**config.mk**
```make
export PLATFORM = sky130hd
export DESIGN_NAME = bitmap_first_free_allocator
export DESIGN_NICKNAME = d
export VERILOG_FILES = /design/src/sv/bffa_pkg.sv /design/src/sv/bffa_ram.sv /design/src/sv/bitmap_first_free_allocator.sv
export SDC_FILE = /design/constraint.sdc
export NUM_CORES = 2
export LEC_CHECK = 0
export ABC_CLOCK_PERIOD_IN_PS = 7950
export BUFFER_PORTS_ARGS = -buffer_cell sky130_fd_sc_hd__buf_2
export CORE_AREA = 2 2 393 395
export DETAILED_ROUTE_END_ITERATION = 6
export DIE_AREA = 0 0 395 397
export PLACE_DENSITY = 0.75
export SYNTH_ARGS = -nofsm -noshare
export SYNTH_HDL_FRONTEND = slang
export SYNTH_SLANG_ARGS = --single-unit
```
**constraint.sdc**
```tcl
create_clock -name i_clk -period 7.95 [get_ports i_clk]
set_clock_uncertainty 0.05 [all_clocks]
set_input_delay 1.59 -clock i_clk [delete_from_list [all_inputs] [get_ports i_clk]]
set_output_delay 1.59 -clock i_clk [all_outputs]
set_load 0.01 [all_outputs]
```
**src/sv/bffa_pkg.sv**
```systemverilog
package bffa_pkg;

    localparam int CNT_W     = 11;
    localparam int IDX_W     = 10;
    localparam int WORD_W    = 32;
    localparam int BIT_W     = 5;
    localparam int CFG_IDX_W = 1;
    localparam int CFG_DAT_W = CNT_W;

    localparam logic [CNT_W-1:0] COUNT_RESET = 11'd1024;

    typedef enum logic {
        CMD_ALLOC = 1'b0,
        CMD_FREE  = 1'b1
    } t_cmd;

    typedef enum logic [1:0] {
        ST_OK    = 2'd0,
        ST_FULL  = 2'd1,
        ST_RANGE = 2'd2
    } t_status;

    typedef enum logic [CFG_IDX_W-1:0] {
        REG_INODE_COUNT = 1'b0,
        REG_BLOCK_COUNT = 1'b1
    } t_cfg_reg;

    typedef enum logic {
        MAP_INODE = 1'b0,
        MAP_BLOCK = 1'b1
    } t_map;

    typedef enum logic [1:0] {
        S_CLEAR,
        S_IDLE,
        S_CHECK,
        S_PUSH
    } t_state;

endpackage

```
**src/sv/bffa_ram.sv**
```systemverilog
module bffa_ram #(
    parameter int WIDTH = 32,
    parameter int DEPTH = 64
) (
    input  logic                     i_clk,
    input  logic                     i_we,
    input  logic [$clog2(DEPTH)-1:0] i_waddr,
    input  logic [WIDTH-1:0]         i_wdata,
    input  logic [$clog2(DEPTH)-1:0] i_raddr,
    output logic [WIDTH-1:0]         o_rdata
);

    logic [WIDTH-1:0] r_mem [DEPTH];
    logic [WIDTH-1:0] r_rdata;

    always_ff @(posedge i_clk) begin
        if (i_we) begin
            r_mem[i_waddr] <= i_wdata;
        end
        r_rdata <= r_mem[i_raddr];
    end

    assign o_rdata = r_rdata;

endmodule

```
**src/sv/bitmap_first_free_allocator.sv**
```systemverilog
// Two first-fit allocation bitmaps (inode map and data block map) held in one
// 32-bit-wide synchronous RAM, one half per map. An allocate request scans its map
// one 32-bit word per cycle from word 0 and claims the lowest clear bit below the
// map's count register, reading one word for a zero count, otherwise at most
// ceil(count / 32) words (32 for a full 1024-entry map); the next request is
// accepted only once the current one is done. A free request reads and rewrites
// one word. The RAM's single read port, one word per cycle, sets the scan
// rate. After reset the block sweeps the RAM to zero, one word a cycle (all 64
// words with MAP_ENTRIES = 1024, twice the power-of-two word count in general), and
// stalls its input until the sweep ends; count registers may be written at any
// time the block is idle. A finished result waits in an output register while
// the next item is accepted.
module bitmap_first_free_allocator #(
    parameter int MAP_ENTRIES = 1024
) (
    input  logic                             i_clk,
    input  logic                             i_rst_n,

    input  logic                             i_in_valid,
    output logic                             o_in_stall,
    input  logic                             i_in_cmd,
    input  logic                             i_in_map_select,
    input  logic [bffa_pkg::IDX_W-1:0]       i_in_entry_index,

    output logic                             o_out_valid,
    input  logic                             i_out_stall,
    output logic [1:0]                       o_out_status,
    output logic [bffa_pkg::IDX_W-1:0]       o_out_granted_index,

    input  logic                             i_cfg_valid,
    output logic                             o_cfg_ready,
    input  logic [bffa_pkg::CFG_IDX_W-1:0]   i_cfg_index,
    input  logic [bffa_pkg::CFG_DAT_W-1:0]   i_cfg_data
);

    localparam int WORD_W = bffa_pkg::WORD_W;
    localparam int BIT_W  = bffa_pkg::BIT_W;
    localparam int IDX_W  = bffa_pkg::IDX_W;
    localparam int CNT_W  = bffa_pkg::CNT_W;
    localparam int WORDS  = (MAP_ENTRIES + WORD_W - 1) / WORD_W;
    localparam int WA_W   = (WORDS > 1) ? $clog2(WORDS) : 1;
    localparam int AW     = WA_W + 1;
    localparam int DEPTH  = 2 ** AW;
    localparam int LIM_W  = ($clog2(MAP_ENTRIES + 1) > CNT_W) ? $clog2(MAP_ENTRIES + 1) : CNT_W;

    bffa_pkg::t_state  r_state, n_state;
    logic [AW-1:0]     r_clr_addr, n_clr_addr;
    logic              r_out_valid, n_out_valid;
    logic [CNT_W-1:0]  r_inode_count, n_inode_count;
    logic [CNT_W-1:0]  r_block_count, n_block_count;

    bffa_pkg::t_cmd    r_cmd, n_cmd;
    logic              r_sel, n_sel;
    logic [IDX_W-1:0]  r_idx, n_idx;
    logic [WA_W-1:0]   r_word, n_word;
    bffa_pkg::t_status r_res_status, n_res_status;
    logic [IDX_W-1:0]  r_res_granted, n_res_granted;
    bffa_pkg::t_status r_out_status, n_out_status;
    logic [IDX_W-1:0]  r_out_granted, n_out_granted;

    logic              ram_we;
    logic [AW-1:0]     ram_waddr;
    logic [WORD_W-1:0] ram_wdata;
    logic [AW-1:0]     ram_raddr;
    logic [WORD_W-1:0] ram_rdata;

    logic [CNT_W-1:0]  cnt_sel;
    logic [LIM_W-1:0]  cnt_ext;
    logic [LIM_W-1:0]  limit;
    logic [LIM_W-1:0]  base;
    logic [LIM_W-1:0]  rem;
    logic              last_word;
    logic [WORD_W-1:0] mask;
    logic [WORD_W-1:0] free_bits;
    logic              found;
    logic [BIT_W-1:0]  pos;
    logic              in_range;
    logic              in_acc;
    logic [WA_W-1:0]   in_word;

    bffa_ram #(
        .WIDTH (WORD_W),
        .DEPTH (DEPTH)
    ) u_ram (
        .i_clk   (i_clk),
        .i_we    (ram_we),
        .i_waddr (ram_waddr),
        .i_wdata (ram_wdata),
        .i_raddr (ram_raddr),
        .o_rdata (ram_rdata)
    );

    // map limit and word mask
    always_comb begin
        cnt_sel   = (r_sel == bffa_pkg::MAP_BLOCK) ? r_block_count : r_inode_count;
        cnt_ext   = LIM_W'(cnt_sel);
        limit     = (cnt_ext > LIM_W'(MAP_ENTRIES)) ? LIM_W'(MAP_ENTRIES) : cnt_ext;
        base      = LIM_W'({r_word, {BIT_W{1'b0}}});
        rem       = limit - base;
        last_word = (rem <= LIM_W'(WORD_W));
        if (rem >= LIM_W'(WORD_W)) begin
            mask = '1;
        end else begin
            mask = (WORD_W'(1) << rem[BIT_W-1:0]) - WORD_W'(1);
        end
        free_bits = ~ram_rdata & mask;
        found     = |free_bits;
        pos       = '0;
        for (int i = WORD_W - 1; i >= 0; i--) begin
            if (free_bits[i]) begin
                pos = BIT_W'(i);
            end
        end
        in_range  = (LIM_W'(r_idx) < limit);
    end

    assign o_in_stall  = (r_state != bffa_pkg::S_IDLE);
    assign in_acc      = i_in_valid && (r_state == bffa_pkg::S_IDLE);
    assign in_word     = (bffa_pkg::t_cmd'(i_in_cmd) == bffa_pkg::CMD_FREE)
                         ? WA_W'(i_in_entry_index >> BIT_W) : '0;
    assign o_cfg_ready = 1'b1;

    always_comb begin
        n_state       = r_state;
        n_clr_addr    = r_clr_addr;
        n_out_valid   = r_out_valid && i_out_stall;
        n_inode_count = r_inode_count;
        n_block_count = r_block_count;
        n_cmd         = r_cmd;
        n_sel         = r_sel;
        n_idx         = r_idx;
        n_word        = r_word;
        n_res_status  = r_res_status;
        n_res_granted = r_res_granted;
        n_out_status  = r_out_status;
        n_out_granted = r_out_granted;
        ram_we        = 1'b0;
        ram_waddr     = {r_sel, r_word};
        ram_wdata     = ram_rdata;
        ram_raddr     = {r_sel, r_word};

        if (i_cfg_valid) begin
            unique case (bffa_pkg::t_cfg_reg'(i_cfg_index))
                bffa_pkg::REG_INODE_COUNT: n_inode_count = i_cfg_data;
                bffa_pkg::REG_BLOCK_COUNT: n_block_count = i_cfg_data;
            endcase
        end

        unique case (r_state)
            bffa_pkg::S_CLEAR: begin
                ram_we     = 1'b1;
                ram_waddr  = r_clr_addr;
                ram_wdata  = '0;
                n_clr_addr = r_clr_addr + AW'(1);
                if (&r_clr_addr) begin
                    n_state = bffa_pkg::S_IDLE;
                end
            end
            bffa_pkg::S_IDLE: begin
                ram_raddr = {i_in_map_select, in_word};
                if (in_acc) begin
                    n_cmd   = bffa_pkg::t_cmd'(i_in_cmd);
                    n_sel   = i_in_map_select;
                    n_idx   = i_in_entry_index;
                    n_word  = in_word;
                    n_state = bffa_pkg::S_CHECK;
                end
            end
            bffa_pkg::S_CHECK: begin
                n_res_granted = '0;
                if (r_cmd == bffa_pkg::CMD_FREE) begin
                    n_state = bffa_pkg::S_PUSH;
                    if (in_range) begin
                        ram_we       = 1'b1;
                        ram_wdata    = ram_rdata & ~(WORD_W'(1) << r_idx[BIT_W-1:0]);
                        n_res_status = bffa_pkg::ST_OK;
                    end else begin
                        n_res_status = bffa_pkg::ST_RANGE;
                    end
                end else begin
                    priority if (found) begin
                        ram_we        = 1'b1;
                        ram_wdata     = ram_rdata | (WORD_W'(1) << pos);
                        n_res_status  = bffa_pkg::ST_OK;
                        n_res_granted = IDX_W'({r_word, pos});
                        n_state       = bffa_pkg::S_PUSH;
                    end else if (last_word) begin
                        n_res_status  = bffa_pkg::ST_FULL;
                        n_state       = bffa_pkg::S_PUSH;
                    end else begin
                        n_word    = r_word + WA_W'(1);
                        ram_raddr = {r_sel, n_word};
                    end
                end
            end
            bffa_pkg::S_PUSH: begin
                if (!r_out_valid || !i_out_stall) begin
                    n_out_valid   = 1'b1;
                    n_out_status  = r_res_status;
                    n_out_granted = r_res_granted;
                    n_state       = bffa_pkg::S_IDLE;
                end
            end
        endcase
    end

    always_ff @(posedge i_clk) begin
        if (!i_rst_n) begin
            r_state       <= bffa_pkg::S_CLEAR;
            r_clr_addr    <= '0;
            r_out_valid   <= 1'b0;
            r_inode_count <= bffa_pkg::COUNT_RESET;
            r_block_count <= bffa_pkg::COUNT_RESET;
        end else begin
            r_state       <= n_state;
            r_clr_addr    <= n_clr_addr;
            r_out_valid   <= n_out_valid;
            r_inode_count <= n_inode_count;
            r_block_count <= n_block_count;
        end
    end

    always_ff @(posedge i_clk) begin
        r_cmd         <= n_cmd;
        r_sel         <= n_sel;
        r_idx         <= n_idx;
        r_word        <= n_word;
        r_res_status  <= n_res_status;
        r_res_granted <= n_res_granted;
        r_out_status  <= n_out_status;
        r_out_granted <= n_out_granted;
    end

    assign o_out_valid         = r_out_valid;
    assign o_out_status        = r_out_status;
    assign o_out_granted_index = r_out_granted;

endmodule

```
==> impl_metrics.yaml <==
run:
  maxCapViolations: 2
floorplanning:
  io_pins: 44
  initial_core_util: 0.566
  dieArea_um2: 157000
  fp-row-count: 144
  die_x_um: 395
  die_y_um: 397
  design.core.area_um2: 153000
worst_setup_path:
  cp_max_fo: 77
  required_ps: 8690
  path_class: "register to register"
  cp-end-kind: "register"
  cp.arrival_ps: 8570
  start_kind: "register"
  worst_r2r_path_depth: 26
pwr:
  clockPowerShare: 0.252
  p_sw_frac: 0.378
  comb_power_share: 0.372
  p_int_mw: 23.9
  switching_power_mw: 14.5
  irDropWorstVdd_v: 0.000289
  p_per_area_nw_per_um2: 388
  seq_power_share: 0.376
  p_leak_nw: 34.7
placed_design:
  io_buffer_count: 42
  place_hpwl_um: 154000
  gp_congestion: 1.01
  pre_cts_ws_ps: -588
logic_synthesis:
  ys_ff_latch: 2152
  ys_types: 103
  synth_area_leaders: "edfxtp_1 (72%), mux2i_1 (6.1%), nand2_1 (5.0%)"
  avgSynthCellArea_um2: 14.3
  yosys_warnings: 0
  syn_nets: 6111
  synth-main-ff-cell: "edfxtp_1"
  seq_area_frac_synth: 0.739
  async_reset_ff_frac: 0
  synth_cells: 6059
  synth_edf_count: 2089
  syn-cell-area_um2: 86500
  synth_top_area_cell: "edfxtp_1"
  synth_top_area_share: 0.725
clock_network:
  htreeDepth: 4
  cts_tree: "built"
  path_clk_slew_ps: 60
  cts_sinks: 2152
  clk_path_buf_depth: 3
  cts_hold_buf: 0
  insertion_delay_ps: 870
  cts-root-buf: "clkbuf_16"
  cts-buffers-inserted: 202
route:
  ant_nets: 0
  drt_iter0_markers: 8554
  first_pass_iters: 6
  routed_wl_um: 263000
  drt-vias-per-instance: 6.64
  wl_per_cell_um: 30.7
  drc: 0
  vias: 56791
global_route:
  grt_pass1_vias: 54189
  grt_max_degree: 88
  grt_pass1_wl_um: 374000
  antenna_found_initial: 29
  overflow: 0
  globalRouteTotalUtil: 0.330
sta:
  fin_crit_ps: 7840
  period_share: 0.986
  final_hold_viol_count: 0
  worstMarginPinSlew_ps: 1540
  setup_viol: 0
  setup_ws_ps: 112
  slew_headroom: -0.0291
  final_max_slew_viol_count: 3
  fin_setup_tns_ps: 0
  holdWs_ps: 367
  max_freq_mhz: 128
cells_and_area:
  seq_area_um2: 64000
  fin_util: 0.648
  fillers: 10396
  drive_gt1_frac: 0.133
  syn_to_final_growth_pct: 14.5
  multiInputGateArea_um2: 21800
  nets: 6367
outcome:
  violations: "max-capacitance violations, max-slew violations"
  outcome: "complete, but fails checks"
min_path:
  hold_path.class: "register to register"
  min_path_cells: 0
-- metal layers --
metal,global-route usage,share of wire,vias up
met2,0.496,0.45,4106
met1,0.437,0.36,28184
li1,-,-,23709
met4,0.198,0.066,28
met3,0.0836,0.13,764
met5,0,0.00068,-
-- critical path, cell delays in order, from the launching register on --
cell	delay [ps]
edfxtp_1	500
buf_4	210
nor4_1	160
o22ai_1	160
o31ai_2	330
buf_4	190
nand2_1	70
inv_1	70
ha_1	280
a21o_1	230
a211oi_2	250
o21ai_2	120
a211oi_4	310
buf_6	190
o32a_1	150
nand2_1	110
or4b_4	560
nand4bb_2	410
o211ai_2	260
and4_4	400
buf_16	330
buf_6	470
nand2_1	120
nand3_1	100
nand4_1	90
o211ai_1	1180
or4_1	280
-- path summary, 6_finish.rpt --
path         slack [ps]                               end                            from
min reg2reg         370  o_out_granted_index[2]$_DFFE_PP_  r_res_granted[2]$_SDFFCE_PP0P_
max reg2reg         110         u_ram.o_rdata[13]$_DFF_P_                 r_sel$_DFFE_PP_
max                 110         u_ram.o_rdata[13]$_DFF_P_                 r_sel$_DFFE_PP_
min                 370  o_out_granted_index[2]$_DFFE_PP_  r_res_granted[2]$_SDFFCE_PP0P_
-- final cells by class --
type | count | area share
multi-input combinational | 3514 | 0.220
timing repair buffer | 407 | 0.0399
clock inverter | 117 | 0.0116
antenna | 25 | 0.000631
inverter | 38 | 0.00144
tap | 2044 | 0.0258
clock buffer | 256 | 0.0551
sequential | 2152 | 0.646
-- cells by family (layout without fill, tap and decap cells) --
family,count (synthesis),after routing,share of synthesized area
fa+ha+maj,23,23,0.00341
buf+inv,393,818,0.0205
xor+xnor,11,11,0.00111
compound gates,1044,1044,0.0761
flops,2152,2152,0.739
simple gates,1898,1898,0.0972
mux,537,537,0.0623
other cells,1,26,0.0000433
-- registers in the layout (all words and copies together), names as in the netlist, 2 cells and up --
name / count
u_ram.o_rdata: 32
r_block_count: 11
r_inode_count: 11
r_clr_addr: 6
r_idx: 10
r_word: 5
r_state: 2
o_out_status: 2
r_res_status: 2
r_res_granted: 10
o_out_granted_index: 10
u_ram.r_mem: 2048
-- per-stage QoR --
step / total power [mW] / std cells / instance area, um2
2_1_floorplan: 21.9 / 6059 / 86600
3_3_place_gp: 27.9 / 8123 / 91900
3_5_place_dp: 28.2 / 8126 / 91900
4_1_cts: 37.9 / 8517 / 98800
5_1_grt: 39.4 / 8547 / 99100
6_report: 38.4 / 8553 / 99100
-- synth_stat cells, drive strengths merged (11+ instances only) --
cell / count
a211oi: 17
a21boi: 27
a21oi: 376
a221oi: 15
a31oi: 21
and2: 18
buf: 135
clkbuf: 220
dfxtp: 63
edfxtp: 2089
ha: 22
inv: 38
mux2i: 527
nand2: 1155
nand2b: 14
nand3: 266
nand4: 42
nor2: 154
nor2b: 11
nor3: 48
nor4: 92
o211ai: 36
o21a: 14
o21ai: 122
o22ai: 226
o311ai: 24
o31ai: 12
o32ai: 35
or4: 32
-- layout by cell type, fill, tap and decap left out, types with 22 or more instances in the layout --
master,Yosys,layout
edfxtp_1,2089,2089
nor2_4,0,64
nor4_1,91,90
clkbuf_1,219,38
o22ai_1,226,226
a21oi_1,376,371
o21ai_0,105,71
o211ai_1,33,33
nand4_1,42,42
nand2_1,1154,1153
nand3_1,266,265
buf_2,77,43
buf_4,13,285
clkinv_1,0,46
buf_12,0,64
diode_2,0,25
inv_1,38,38
nor2_1,153,87
o311ai_0,22,22
dfxtp_1,63,63
ha_1,22,22
a21boi_0,26,26
nor3_1,43,37
o21ai_4,0,23
o21ai_1,17,26
or4_1,32,31
clkinv_2,0,31
clkbuf_16,0,208
mux2i_1,526,526
o32ai_1,35,35
-- power by group through the flow --
stage / clock network (mW) / registers (mW) / logic, mW
after CTS: 9.69 / 14.4 / 13.8
after detailed placement: 0 / 14.6 / 13.5
final: 9.68 / 14.5 / 14.3
after global placement: 0 / 14.6 / 13.2
after floorplan: 0 / 14.5 / 7.41
after global routing: 10.1 / 14.4 / 14.8
-- what timing repair did --
action	4_1_cts	5_1_grt
gates cloned	2	3
hold endpoints to repair	0	0
endpoints found under the setup margin	19	32
pin swaps	5	12
setup buffers	16	7
gates resized for setup	10	24
No activity file was read; power rests on OpenSTA's default activity.
